[src/rtl/pafp_pkg.sv]
// Shared types, constants and the square-root step for the focal-point phase block.
`timescale 1ns / 1ps
`default_nettype none

package pafp_pkg;

    // Register map, indexed by paddr[4:2]
    typedef enum logic [2:0] {
        REG_FOCAL_X   = 3'd0,
        REG_FOCAL_Y   = 3'd1,
        REG_FOCAL_Z   = 3'd2,
        REG_INV_WAVE  = 3'd3,
        REG_TWIN_TRAP = 3'd4
    } t_reg_idx;

    localparam int REG_IDX_LSB = 2;
    localparam int PADDR_W     = 5;
    localparam int PDATA_W     = 32;

    // Reset values of the configuration registers
    localparam logic [23:0] FOCAL_X_RST  = 24'd0;
    localparam logic [23:0] FOCAL_Y_RST  = 24'd0;
    localparam logic [23:0] FOCAL_Z_RST  = 24'd31457;
    localparam logic [23:0] INV_WAVE_RST = 24'd7640000;

    // Queue depths
    localparam int QUEUE_DEPTH = 4;
    localparam int QUEUE_PTR_W = $clog2(QUEUE_DEPTH);
    localparam int QUEUE_CNT_W = $clog2(QUEUE_DEPTH + 1);
    localparam int OUT_DEPTH   = 4;
    localparam int OUT_PTR_W   = $clog2(OUT_DEPTH);
    localparam int OUT_CNT_W   = $clog2(OUT_DEPTH + 1);

    // Square-root pipeline: one result bit per stage
    localparam int SQRT_STEPS = 26;
    localparam int SUM_W      = 50;
    localparam int SQ_W       = 49;
    localparam int ROOT_W     = 52;
    localparam int DIST_W     = 25;
    localparam int PROD_W     = 49;
    localparam int FRAC_W     = 36;
    localparam logic [15:0] HALF_TURN = 16'h8000;

    typedef struct packed {
        logic signed [23:0] focal_x;
        logic signed [23:0] focal_y;
        logic signed [23:0] focal_z;
        logic        [23:0] inv_wave;
        logic               twin_trap;
    } t_cfg;

    // One classified item between front and back
    typedef struct packed {
        logic signed [24:0] dx;
        logic signed [24:0] dy;
        logic signed [24:0] dz;
        logic               half;
        logic               last;
    } t_job;

    typedef struct packed {
        logic [SUM_W-1:0]  rem;
        logic [ROOT_W-1:0] root;
    } t_root_st;

    // One digit-by-digit square-root step
    function automatic t_root_st root_step(input t_root_st s, input logic [ROOT_W-1:0] bitv);
        t_root_st          o;
        logic [ROOT_W-1:0] trial;
        trial = s.root + bitv;
        if ({{(ROOT_W-SUM_W){1'b0}}, s.rem} >= trial) begin
            o.rem  = s.rem - trial[SUM_W-1:0];
            o.root = (s.root >> 1) + bitv;
        end else begin
            o.rem  = s.rem;
            o.root = s.root >> 1;
        end
        return o;
    endfunction

endpackage

`default_nettype wire

[src/rtl/pafp_front.sv]
// Front end: takes a position beat, forms offsets to the focal point and the half-turn flag.
`timescale 1ns / 1ps
`default_nettype none

module pafp_front (
    input  wire logic               i_push,
    input  wire logic               i_q_full,
    input  wire pafp_pkg::t_cfg     i_cfg,
    input  wire logic signed [23:0] i_pos_x,
    input  wire logic signed [23:0] i_pos_y,
    input  wire logic signed [23:0] i_pos_z,
    input  wire logic               i_last_in,
    output logic                    o_q_wr,
    output pafp_pkg::t_job          o_job
);
    import pafp_pkg::*;

    // Accept a beat whenever the queue has room
    assign o_q_wr = i_push & ~i_q_full;

    // Offsets to the focal point, one bit wider than the operands
    always_comb begin
        o_job.dx   = {i_pos_x[23], i_pos_x} - {i_cfg.focal_x[23], i_cfg.focal_x};
        o_job.dy   = {i_pos_y[23], i_pos_y} - {i_cfg.focal_y[23], i_cfg.focal_y};
        o_job.dz   = {i_pos_z[23], i_pos_z} - {i_cfg.focal_z[23], i_cfg.focal_z};
        // Half turn only for strictly positive x
        o_job.half = i_cfg.twin_trap & ~i_pos_x[23] & (i_pos_x != 24'sd0);
        o_job.last = i_last_in;
    end

endmodule

`default_nettype wire

[config.mk]
export PLATFORM = sky130hd
export DESIGN_NAME = pafp_front
export DESIGN_NICKNAME = d
export VERILOG_FILES = /design/src/rtl/pafp_pkg.sv /design/src/rtl/pafp_front.sv
export SDC_FILE = /design/constraint.sdc
export NUM_CORES = 1
export LEC_CHECK = 0
export BUFFER_PORTS_ARGS = -buffer_cell sky130_fd_sc_hd__buf_2
export CAP_MARGIN = 20
export CELL_PAD_IN_SITES_DETAIL_PLACEMENT = 0
export CELL_PAD_IN_SITES_GLOBAL_PLACEMENT = 2
export CORE_ASPECT_RATIO = 1.2
export CORE_UTILIZATION = 20
export DETAILED_ROUTE_END_ITERATION = 8
export GPL_ROUTABILITY_DRIVEN = 0
export PLACE_DENSITY = 0.87
export SYNTH_ARGS = -nofsm -noshare
export SYNTH_HDL_FRONTEND = slang
export SYNTH_SLANG_ARGS = --single-unit
[constraint.sdc]
create_clock -name vclk -period 3.9
set_input_delay 0.975 -clock vclk [all_inputs]
set_output_delay 0.975 -clock vclk [all_outputs]
set_load 0.005 [all_outputs]
==> flow_summary.rst <==
.. list-table::
   :header-rows: 1

   * - Metric
     - Value
   * - Run status
     - finished with violations
   * - Violated checks
     - negative setup slack
   * - Global Route Usage Sum
     - 13.3%
   * - Detail Placement HPWL
     - 12.8 mm
   * - Port-buffer cells
     - 224
   * - Violation count after the first detailed-routing iteration
     - 125
   * - Number of nets in the layout
     - 1178
   * - Number of rows created at floorplan
     - 56
   * - Residual overflow from global routing
     - 0
   * - Worst supply voltage drop on vdd
     - 0.0682 mV
   * - Height of the die
     - 157 um
   * - Min-Delay Path Class
     - input pin to primary output
   * - Most common cell after layout, fill and taps aside
     - buf_2
   * - Post-route setup TNS
     - -986 ps
   * - Minimum setup slack in the final design
     - -174 ps
   * - Detail Route Antenna Nets
     - 0
   * - Global-route wire length before repair
     - 23.3 mm
   * - Final setup violation count
     - 19
   * - Path type of the worst setup path
     - input pin to primary output
   * - Number of pins with negative max-slew slack in the final report
     - 0
   * - Area growth from synthesis to final layout
     - 77.9%
   * - Layout clock buffers
     - 0
   * - Number of remaining DRC errors
     - 0
   * - Top-level I/O count
     - 250
   * - Net count after synthesis
     - 846
   * - Final worst-path cycle share
     - 104%
   * - Minimum clock period after layout
     - 4070 ps
   * - Worst-path fanout max
     - 4
   * - Worst relative slew slack
     - 73.3%
   * - Commonest cells after routing, fill and taps aside
     - buf_2 (212), buf_4 (105), inv_1 (95)
   * - FF+latch area
     - 0 um2
   * - Die outline area
     - 20700 um2
   * - Setup repair after global routing missed its margin
     - yes
   * - Min-delay src
     - i_last_in
   * - Vias per std cell
     - 4.54
   * - Number of max-capacitance violations reported
     - 0
   * - Final Hold Viols
     - 0
   * - Final wirelength
     - 15.1 mm
   * - Largest net degree at the start of global routing
     - 11
   * - Arrival time reported for the critical path endpoint
     - 3100 ps
   * - Floorplan core area
     - 19600 um2
   * - Category of the worst setup path launch point
     - input pin
   * - Type of destination of the critical path
     - primary output
   * - Sequential element share of the synthesized area
     - 0%
   * - Initial antenna violation count
     - 6
   * - Syn Std Cell Area
     - 4030 um2
   * - Power density normalized to cell area
     - 174 nW/um2
   * - Slew at the pin closest to its max-slew limit
     - 397 ps
   * - Die boundary width
     - 132 um
   * - Total number of yosys warnings
     - 0
   * - Number of different library cells in the post-synthesis netlist
     - 61
   * - Count of vias placed by the detailed router
     - 5419
   * - Share of cells above drive strength 1
     - 49.6%
   * - Avg Synthesized Cell Area
     - 6.72 um2
   * - Hold Path Depth
     - 0
   * - Iteration count of the initial detailed-routing pass
     - 4
   * - Required time of the worst setup path
     - 2920 ps
   * - Fmax
     - 245 MHz
   * - Hold EP
     - o_job[0]
   * - Post-Route Hold Slack
     - 1950 ps
   * - WL per Instance
     - 12.6 um
   * - Static leakage power
     - 3.71 nW
   * - Starting density of the core
     - 20.5%
   * - Gate count after technology mapping
     - 599
   * - FFs & Latches
     - 0
   * - Number of global-route vias before repair
     - 5148
==> metal layers <==
layer	part of all wire, %	track usage, %
met1	41	15.1
met2	53	26.1
met3	4.0	1.67
met4	1.6	2.82
met5	0.15	0
==> critical path, stage by stage <==
cell and delay, ps:
buf_8 100, inv_4 50, ha_4 190, nor2b_4 120
o31a_1 270, o221a_2 280, o311a_4 350, and2_4 180
o41ai_4 220, xnor2_1 200, buf_2 160
==> stage by stage <==
| stage | setup slack, ps | util (%) | area, um2 | instances | power (mW) |
|---|---|---|---|---|---|
| 2_1_floorplan | 74.3 | - | 4030 | 599 | 0.578 |
| 3_3_place_gp | -295 | 31.2 | 6110 | 1166 | 1.05 |
| 3_5_place_dp | -276 | 31.2 | 6110 | 1166 | 1.05 |
| 4_1_cts | -163 | 34.2 | 6710 | 1177 | 1.16 |
| 5_1_grt | -234 | 36.5 | 7160 | 1192 | 1.37 |
| 6_report | -174 | 36.5 | 7160 | 1194 | 1.25 |
==> kinds of logic (layout without fill, tap and decap cells) <==
kind of cell    count (synthesis)  in the layout  synth area share (%)
compound gates                197            197                  34.6
buf+inv                       113            443                  10.8
xor+xnor                       50             50                  10.9
fa+ha+maj                      75             75                  23.9
other cells                     0              4                     0
simple gates                  164            164                  19.8
==> power breakdown <==
part	leakage [nW]	internal (mW)	total [mW]	switching, mW
sequential	0	0	0	0
clock	0.0000254	0.000000137	0.000000137	0
combinational	3.71	0.649	1.25	0.599
==> what timing repair did <==
| action | in CTS | in global routing |
|---|---|---|
| hold buffers | 0 | 0 |
| pin swaps | 44 | 54 |
| endpoints found under the setup margin | 39 | 40 |
| cloned | 0 | 0 |
| buffers inserted | 12 | 14 |
| resized for setup | 106 | 70 |
==> final cells by class <==
class	count	area, um2
timing repair buffer	339	2110
multi-input combinational	486	4310
tap	261	327
fill	2139	12500
antenna	4	10.0
inverter	104	408
==> worst max path at each step <==
| stage | start | depth (start not counted) | to | slack, ps |
|---|---|---|---|---|
| after CTS | i_pos_x[0] | 13 | o_job[68] | -160 |
| after floorplan | i_cfg[34] | 10 | o_job[22] | 70 |
| after global placement | i_pos_x[0] | 14 | o_job[76] | -300 |
| after detailed placement | i_cfg[49] | 11 | o_job[45] | -280 |
| final | i_cfg[50] | 11 | o_job[44] | -170 |
| after global routing | i_cfg[50] | 11 | o_job[44] | -230 |
==> cell usage after synthesis, types with 3 or more instances <==
cell type | count | area (um2)
o31ai_1 | 3 | 22.5
o2111ai_1 | 5 | 43.8
nand2_1 | 37 | 139
nor2b_1 | 13 | 81.3
nand3_1 | 13 | 65.1
and3_1 | 4 | 25.0
a211oi_1 | 14 | 105
xor2_1 | 12 | 105
fa_1 | 3 | 60.1
a21boi_1 | 4 | 30.0
o211ai_1 | 4 | 30.0
o21ai_1 | 17 | 85.1
o31a_1 | 5 | 43.8
nor4_1 | 7 | 43.8
nand4_1 | 6 | 37.5
o21a_1 | 17 | 128
a21oi_1 | 49 | 245
o21ai_0 | 17 | 85.1
or3_1 | 4 | 25.0
xnor2_1 | 38 | 333
nand2b_1 | 5 | 31.3
nor2_1 | 51 | 191
a31oi_1 | 6 | 37.5
clkbuf_1 | 7 | 26.3
nor3_1 | 11 | 55.1
ha_1 | 72 | 901
or4_1 | 4 | 30.0
inv_1 | 104 | 390
a21o_1 | 26 | 195
Power figures use the tool's default switching activity.
