--- config.mk ---
export PLATFORM = sky130hd
export DESIGN_NAME = pafp_queue
export DESIGN_NICKNAME = d
export VERILOG_FILES = /design/src/rtl/pafp_pkg.sv /design/src/rtl/pafp_queue.sv
export SDC_FILE = /design/constraint.sdc
export NUM_CORES = 1
export LEC_CHECK = 0
export ABC_AREA = 1
export BUFFER_PORTS_ARGS = -buffer_cell sky130_fd_sc_hd__buf_2
export CAP_MARGIN = 20
export CELL_PAD_IN_SITES_DETAIL_PLACEMENT = 1
export CELL_PAD_IN_SITES_GLOBAL_PLACEMENT = 1
export CORE_MARGIN = 3
export CORE_UTILIZATION = 38
export CTS_BUF_LIST = sky130_fd_sc_hd__clkbuf_8
export CTS_CLUSTER_SIZE = 24
export DETAILED_ROUTE_END_ITERATION = 8
export GPL_TIMING_DRIVEN = 1
export MAX_ROUTING_LAYER = met4
export PLACE_DENSITY_LB_ADDON = 0.08
export SLEW_MARGIN = 20
export SYNTH_ARGS = -nofsm -noshare
export SYNTH_HDL_FRONTEND = slang
export SYNTH_SLANG_ARGS = --single-unit
export TNS_END_PERCENT = 5
--- constraint.sdc ---
create_clock -name i_clk -period 6.7 [get_ports i_clk]
set_input_delay 1.34 -clock i_clk [delete_from_list [all_inputs] [get_ports i_clk]]
set_output_delay 1.34 -clock i_clk [all_outputs]
set_load 0.05 [all_outputs]
--- src/rtl/pafp_pkg.sv ---
// Shared types, constants and the square-root step for the focal-point phase block.
`timescale 1ns / 1ps
`default_nettype none

package pafp_pkg;

    // Register map, indexed by paddr[4:2]
    typedef enum logic [2:0] {
        REG_FOCAL_X   = 3'd0,
        REG_FOCAL_Y   = 3'd1,
        REG_FOCAL_Z   = 3'd2,
        REG_INV_WAVE  = 3'd3,
        REG_TWIN_TRAP = 3'd4
    } t_reg_idx;

    localparam int REG_IDX_LSB = 2;
    localparam int PADDR_W     = 5;
    localparam int PDATA_W     = 32;

    // Reset values of the configuration registers
    localparam logic [23:0] FOCAL_X_RST  = 24'd0;
    localparam logic [23:0] FOCAL_Y_RST  = 24'd0;
    localparam logic [23:0] FOCAL_Z_RST  = 24'd31457;
    localparam logic [23:0] INV_WAVE_RST = 24'd7640000;

    // Queue depths
    localparam int QUEUE_DEPTH = 4;
    localparam int QUEUE_PTR_W = $clog2(QUEUE_DEPTH);
    localparam int QUEUE_CNT_W = $clog2(QUEUE_DEPTH + 1);
    localparam int OUT_DEPTH   = 4;
    localparam int OUT_PTR_W   = $clog2(OUT_DEPTH);
    localparam int OUT_CNT_W   = $clog2(OUT_DEPTH + 1);

    // Square-root pipeline: one result bit per stage
    localparam int SQRT_STEPS = 26;
    localparam int SUM_W      = 50;
    localparam int SQ_W       = 49;
    localparam int ROOT_W     = 52;
    localparam int DIST_W     = 25;
    localparam int PROD_W     = 49;
    localparam int FRAC_W     = 36;
    localparam logic [15:0] HALF_TURN = 16'h8000;

    typedef struct packed {
        logic signed [23:0] focal_x;
        logic signed [23:0] focal_y;
        logic signed [23:0] focal_z;
        logic        [23:0] inv_wave;
        logic               twin_trap;
    } t_cfg;

    // One classified item between front and back
    typedef struct packed {
        logic signed [24:0] dx;
        logic signed [24:0] dy;
        logic signed [24:0] dz;
        logic               half;
        logic               last;
    } t_job;

    typedef struct packed {
        logic [SUM_W-1:0]  rem;
        logic [ROOT_W-1:0] root;
    } t_root_st;

    // One digit-by-digit square-root step
    function automatic t_root_st root_step(input t_root_st s, input logic [ROOT_W-1:0] bitv);
        t_root_st          o;
        logic [ROOT_W-1:0] trial;
        trial = s.root + bitv;
        if ({{(ROOT_W-SUM_W){1'b0}}, s.rem} >= trial) begin
            o.rem  = s.rem - trial[SUM_W-1:0];
            o.root = (s.root >> 1) + bitv;
        end else begin
            o.rem  = s.rem;
            o.root = s.root >> 1;
        end
        return o;
    endfunction

endpackage

`default_nettype wire

--- src/rtl/pafp_queue.sv ---
// Short queue of classified items between the front end and the arithmetic pipeline.
`timescale 1ns / 1ps
`default_nettype none

module pafp_queue (
    input  wire logic           i_clk,
    input  wire logic           i_rst_n,
    input  wire logic           i_wr,
    input  wire pafp_pkg::t_job i_data,
    output logic                o_full,
    input  wire logic           i_rd,
    output pafp_pkg::t_job      o_data,
    output logic                o_empty
);
    import pafp_pkg::*;

    t_job                   r_mem [QUEUE_DEPTH];
    logic [QUEUE_PTR_W-1:0] r_wp;
    logic [QUEUE_PTR_W-1:0] r_rp;
    logic [QUEUE_CNT_W-1:0] r_cnt;
    logic                   w_rd;

    assign o_full  = (r_cnt == QUEUE_CNT_W'(QUEUE_DEPTH));
    assign o_empty = (r_cnt == '0);
    assign o_data  = r_mem[r_rp];
    assign w_rd    = i_rd & ~o_empty;

    // Store the incoming entry
    always_ff @(posedge i_clk) begin
        if (i_wr) begin
            r_mem[r_wp] <= i_data;
        end
    end

    // Advance pointers and occupancy
    always_ff @(posedge i_clk) begin
        if (!i_rst_n) begin
            r_wp  <= '0;
            r_rp  <= '0;
            r_cnt <= '0;
        end else begin
            if (i_wr) begin
                r_wp <= r_wp + QUEUE_PTR_W'(1);
            end
            if (w_rd) begin
                r_rp <= r_rp + QUEUE_PTR_W'(1);
            end
            unique case ({i_wr, w_rd})
                2'b10:   r_cnt <= r_cnt + QUEUE_CNT_W'(1);
                2'b01:   r_cnt <= r_cnt - QUEUE_CNT_W'(1);
                default: r_cnt <= r_cnt;
            endcase
        end
    end

endmodule

`default_nettype wire

==> impl_metrics.env <==
export IMPL_r2r_setup_slack_ns=4.29
export IMPL_dp_hpwl_mm=15.1
export IMPL_ys_async_sr_fraction_pct=0
export IMPL_relSlewSlack_pct=33.8
export IMPL_die_w_um=183
export IMPL_synthMuxAreaShare_pct=0
export IMPL_cts_max_path_buffers=3
export IMPL_slowest_stage="dfxtp_4"
export IMPL_leakagePower_nw=4.98
export IMPL_io_pins=160
export IMPL_post_cts_buffers=0
export IMPL_fmaxAchievable_ghz=0.225
export IMPL_die_area_um2=33500
export IMPL_clkLatencyLatePin_ns=0.55
export IMPL_critical_path_cell_chain="buf_4 -> o21ai_0 -> o22ai_1 -> buf_2"
export IMPL_hold_viol=0
export IMPL_synthXorXnorAreaFrac_pct=0
export IMPL_synth_edf_count=308
export IMPL_synth_ff_type="edfxtp_1"
export IMPL_yosysUniqueCellTypes=23
export IMPL_ys_top_cells_by_area="edfxtp_1 (78%), o21ai_0 (6.4%), nor2_1 (5.1%), o22ai_1 (4.0%), dfxtp_1 (1.5%)"
export IMPL_power_share_clock_pct=30.4
export IMPL_grt_max_degree=155
export IMPL_finClkSkew_ns=0.0127
export IMPL_slowest_delay_ns=0.98
export IMPL_area_growth_pct=17.3
export IMPL_critPathArrivalTime_ns=3.11
export IMPL_cts_hold_repair_buffers=0
export IMPL_io_buffers=159
export IMPL_stdcell_count=1430
export IMPL_maxSlewViolCount=0
export IMPL_fin_util_pct=45.3
export IMPL_drc_errors=0
export IMPL_final_cell_mix="edfxtp_1 (308), nor2_1 (160), buf_2 (159)"
export IMPL_synth_top_area_share_pct=77.8
export IMPL_cap_violations=0
export IMPL_intPower_mw=3.38
export IMPL_drt_iter0_drc=370
export IMPL_fin_crit_ns=4.45
export IMPL_die_h_um=183
export IMPL_critPathBufInv=2
export IMPL_power_density_nw_per_um2=372
export IMPL_grt_usage_pct=17.1
export IMPL_final_setup_tns_ns=0
export IMPL_antenna_found_initial=7
export IMPL_finalSetupViolCount=0
export IMPL_post_drt_via_cell_ratio=5.09
export IMPL_ys_seq_area_share_pct=79.3
export IMPL_final_common_cell="edfxtp_1"
export IMPL_crit_fanout=89
export IMPL_cts_tree="done"
export IMPL_clock_sinks=317
export IMPL_cts_resized=0
export IMPL_ctsRootBufferMaster="clkbuf_8"
export IMPL_wirelength_mm=27.9
export IMPL_netSwitchingPower_mw=1.81
export IMPL_pwr_share_seq_pct=45.1
export IMPL_place_inst=1324
export IMPL_rsz0062_at_grt="false"
export IMPL_hold_path_class="reg2reg"
export IMPL_nFillCells=3215
export IMPL_clkSlewWorstSetupHoldPaths_ns=0.06
export IMPL_synth_simple_area_share_pct=5.69
export IMPL_cts_max_level=2
export IMPL_detail_route_antenna_nets=0
export IMPL_grt_pass1_vias=7716
export IMPL_yosys_warnings=0
export IMPL_ir_drop_uv=178
export IMPL_synth_avg_cell_area_um2=14.7
export IMPL_overflow=0
export IMPL_first_pass_iters=4
export IMPL_drive_above_1_share_pct=23.4
export IMPL_initial_core_util_pct=38.7
export IMPL_ys_seq_elements=317
export IMPL_tightest_slew_ns=0.994
export IMPL_p_comb_share_pct=24.4
export IMPL_worstSetupPathType="reg2out"
export IMPL_wire_per_inst_um=19.5
export IMPL_gp_routability_congestion=0.678
export IMPL_synth_largest_area_cell="edfxtp_1"
export IMPL_synth_net_count=898
export IMPL_synth_area_um2=11900
export IMPL_status="finished clean"
export IMPL_fin_crit_sh_pct=66.4
export IMPL_coreArea_um2=30700
export IMPL_grt_pass1_wl_mm=43.3
export IMPL_rows=64
export IMPL_synth_compound_area_share_pct=11.0
export IMPL_synth_adder_area_share_pct=0.694
export IMPL_syn_instance_count=811
export IMPL_swShare_pct=34.8
export IMPL_routed_via_count=7278
export IMPL_start_kind="flop"
export IMPL_worstSetupEndpointType="primary output"
export IMPL_cts_buffers_inserted=53
export IMPL_critPathRequiredTime_ns=5.36
export IMPL_path_delay_family="buffers and inverters"
export IMPL_synth_top_family_by_area="compound AO/OA/AOI/OAI gates"
export IMPL_fin_nets=1070
[through the flow]
step | cell area, µm² | hold WS [ns] | total power, mW | setup WS (ns)
floorplan | 11900 | 0.459 | 3.35 | 3.40
global placement | 12900 | 0.484 | 3.66 | 2.85
detailed placement | 12900 | 0.489 | 3.67 | 2.80
CTS | 13900 | 0.503 | 5.27 | 2.18
global route | 13900 | 0.520 | 5.46 | 1.97
finish | 13900 | 0.504 | 5.18 | 2.25
[worst register-to-register path: stages (launching register included)]
cell and delay [ns]:
dfxtp_1 0.36, inv_1 0.10, ha_1 0.20, nand2_1 0.08, clkinv_2 0.68, buf_4 0.64
[registers in the layout, indices dropped and copies added, names as in the netlist, named ones only]
register and flops:
r_wp 2, r_mem 308, r_rp 2, r_cnt 3
[final cells by class]
type	instances	area (µm²)	share of cell area, %
multi-input cells	425	2060	14.8
inverters	20	88.8	0.637
flip-flops and latches	317	9430	67.7
diodes	7	17.5	0.126
well taps	396	495	3.55
clock buffers	59	812	5.82
repair buffers	166	848	6.08
clock inverters	40	185	1.33
[synth_stat cells (2+ instances only)]
library cell,n
nor2_1,160
buf_2,9
ha_1,5
o21ai_0,153
inv_1,18
buf_4,5
buf_6,10
clkbuf_1,15
nand3_1,3
dfxtp_1,9
o21ai_1,5
clkbuf_4,2
nand2_1,15
clkbuf_2,7
edfxtp_1,308
o22ai_1,76
a21oi_1,5
[final timing paths]
kind | startpoint | endpoint | cells past startpoint
max | flop | o_data[11] | 4
min reg2reg | r_rp[1]$_SDFFE_PN0P_ | flop | 2
max reg2reg | r_wp[0]$_SDFFE_PN0P_ | r_mem[0][0]$_DFFE_PP_ | 5
min | r_rp[1]$_SDFFE_PN0P_ | flop | 2
[routing by layer]
metal  up-vias  track usage (%)  routed length [µm]
met5         -                -                   0
met4         0             4.24                 522
met3        49             4.68                1640
met2       172             27.7               13300
met1      3650             21.6               12500
li1       3407                -                   -
[power by group through the flow]
stage | Combinational [mW] | Clock (mW) | Sequential, mW
detailed placement | 1.29 | 0 | 2.38
global placement | 1.28 | 0 | 2.38
global route | 1.37 | 1.74 | 2.35
CTS | 1.29 | 1.63 | 2.34
floorplan | 1.02 | 0 | 2.34
finish | 1.27 | 1.58 | 2.34
[kinds of logic (layout without fill, tap and decap cells)]
family | after synthesis | in the layout
AO/OA/AOI/OAI | 240 | 240
other | 0 | 7
adder cells (fa/ha/maj) | 6 | 6
buffers and inverters | 69 | 285
AND/OR/NAND/NOR | 179 | 179
flip-flops | 317 | 317
(Power assumes the default switching activity.)
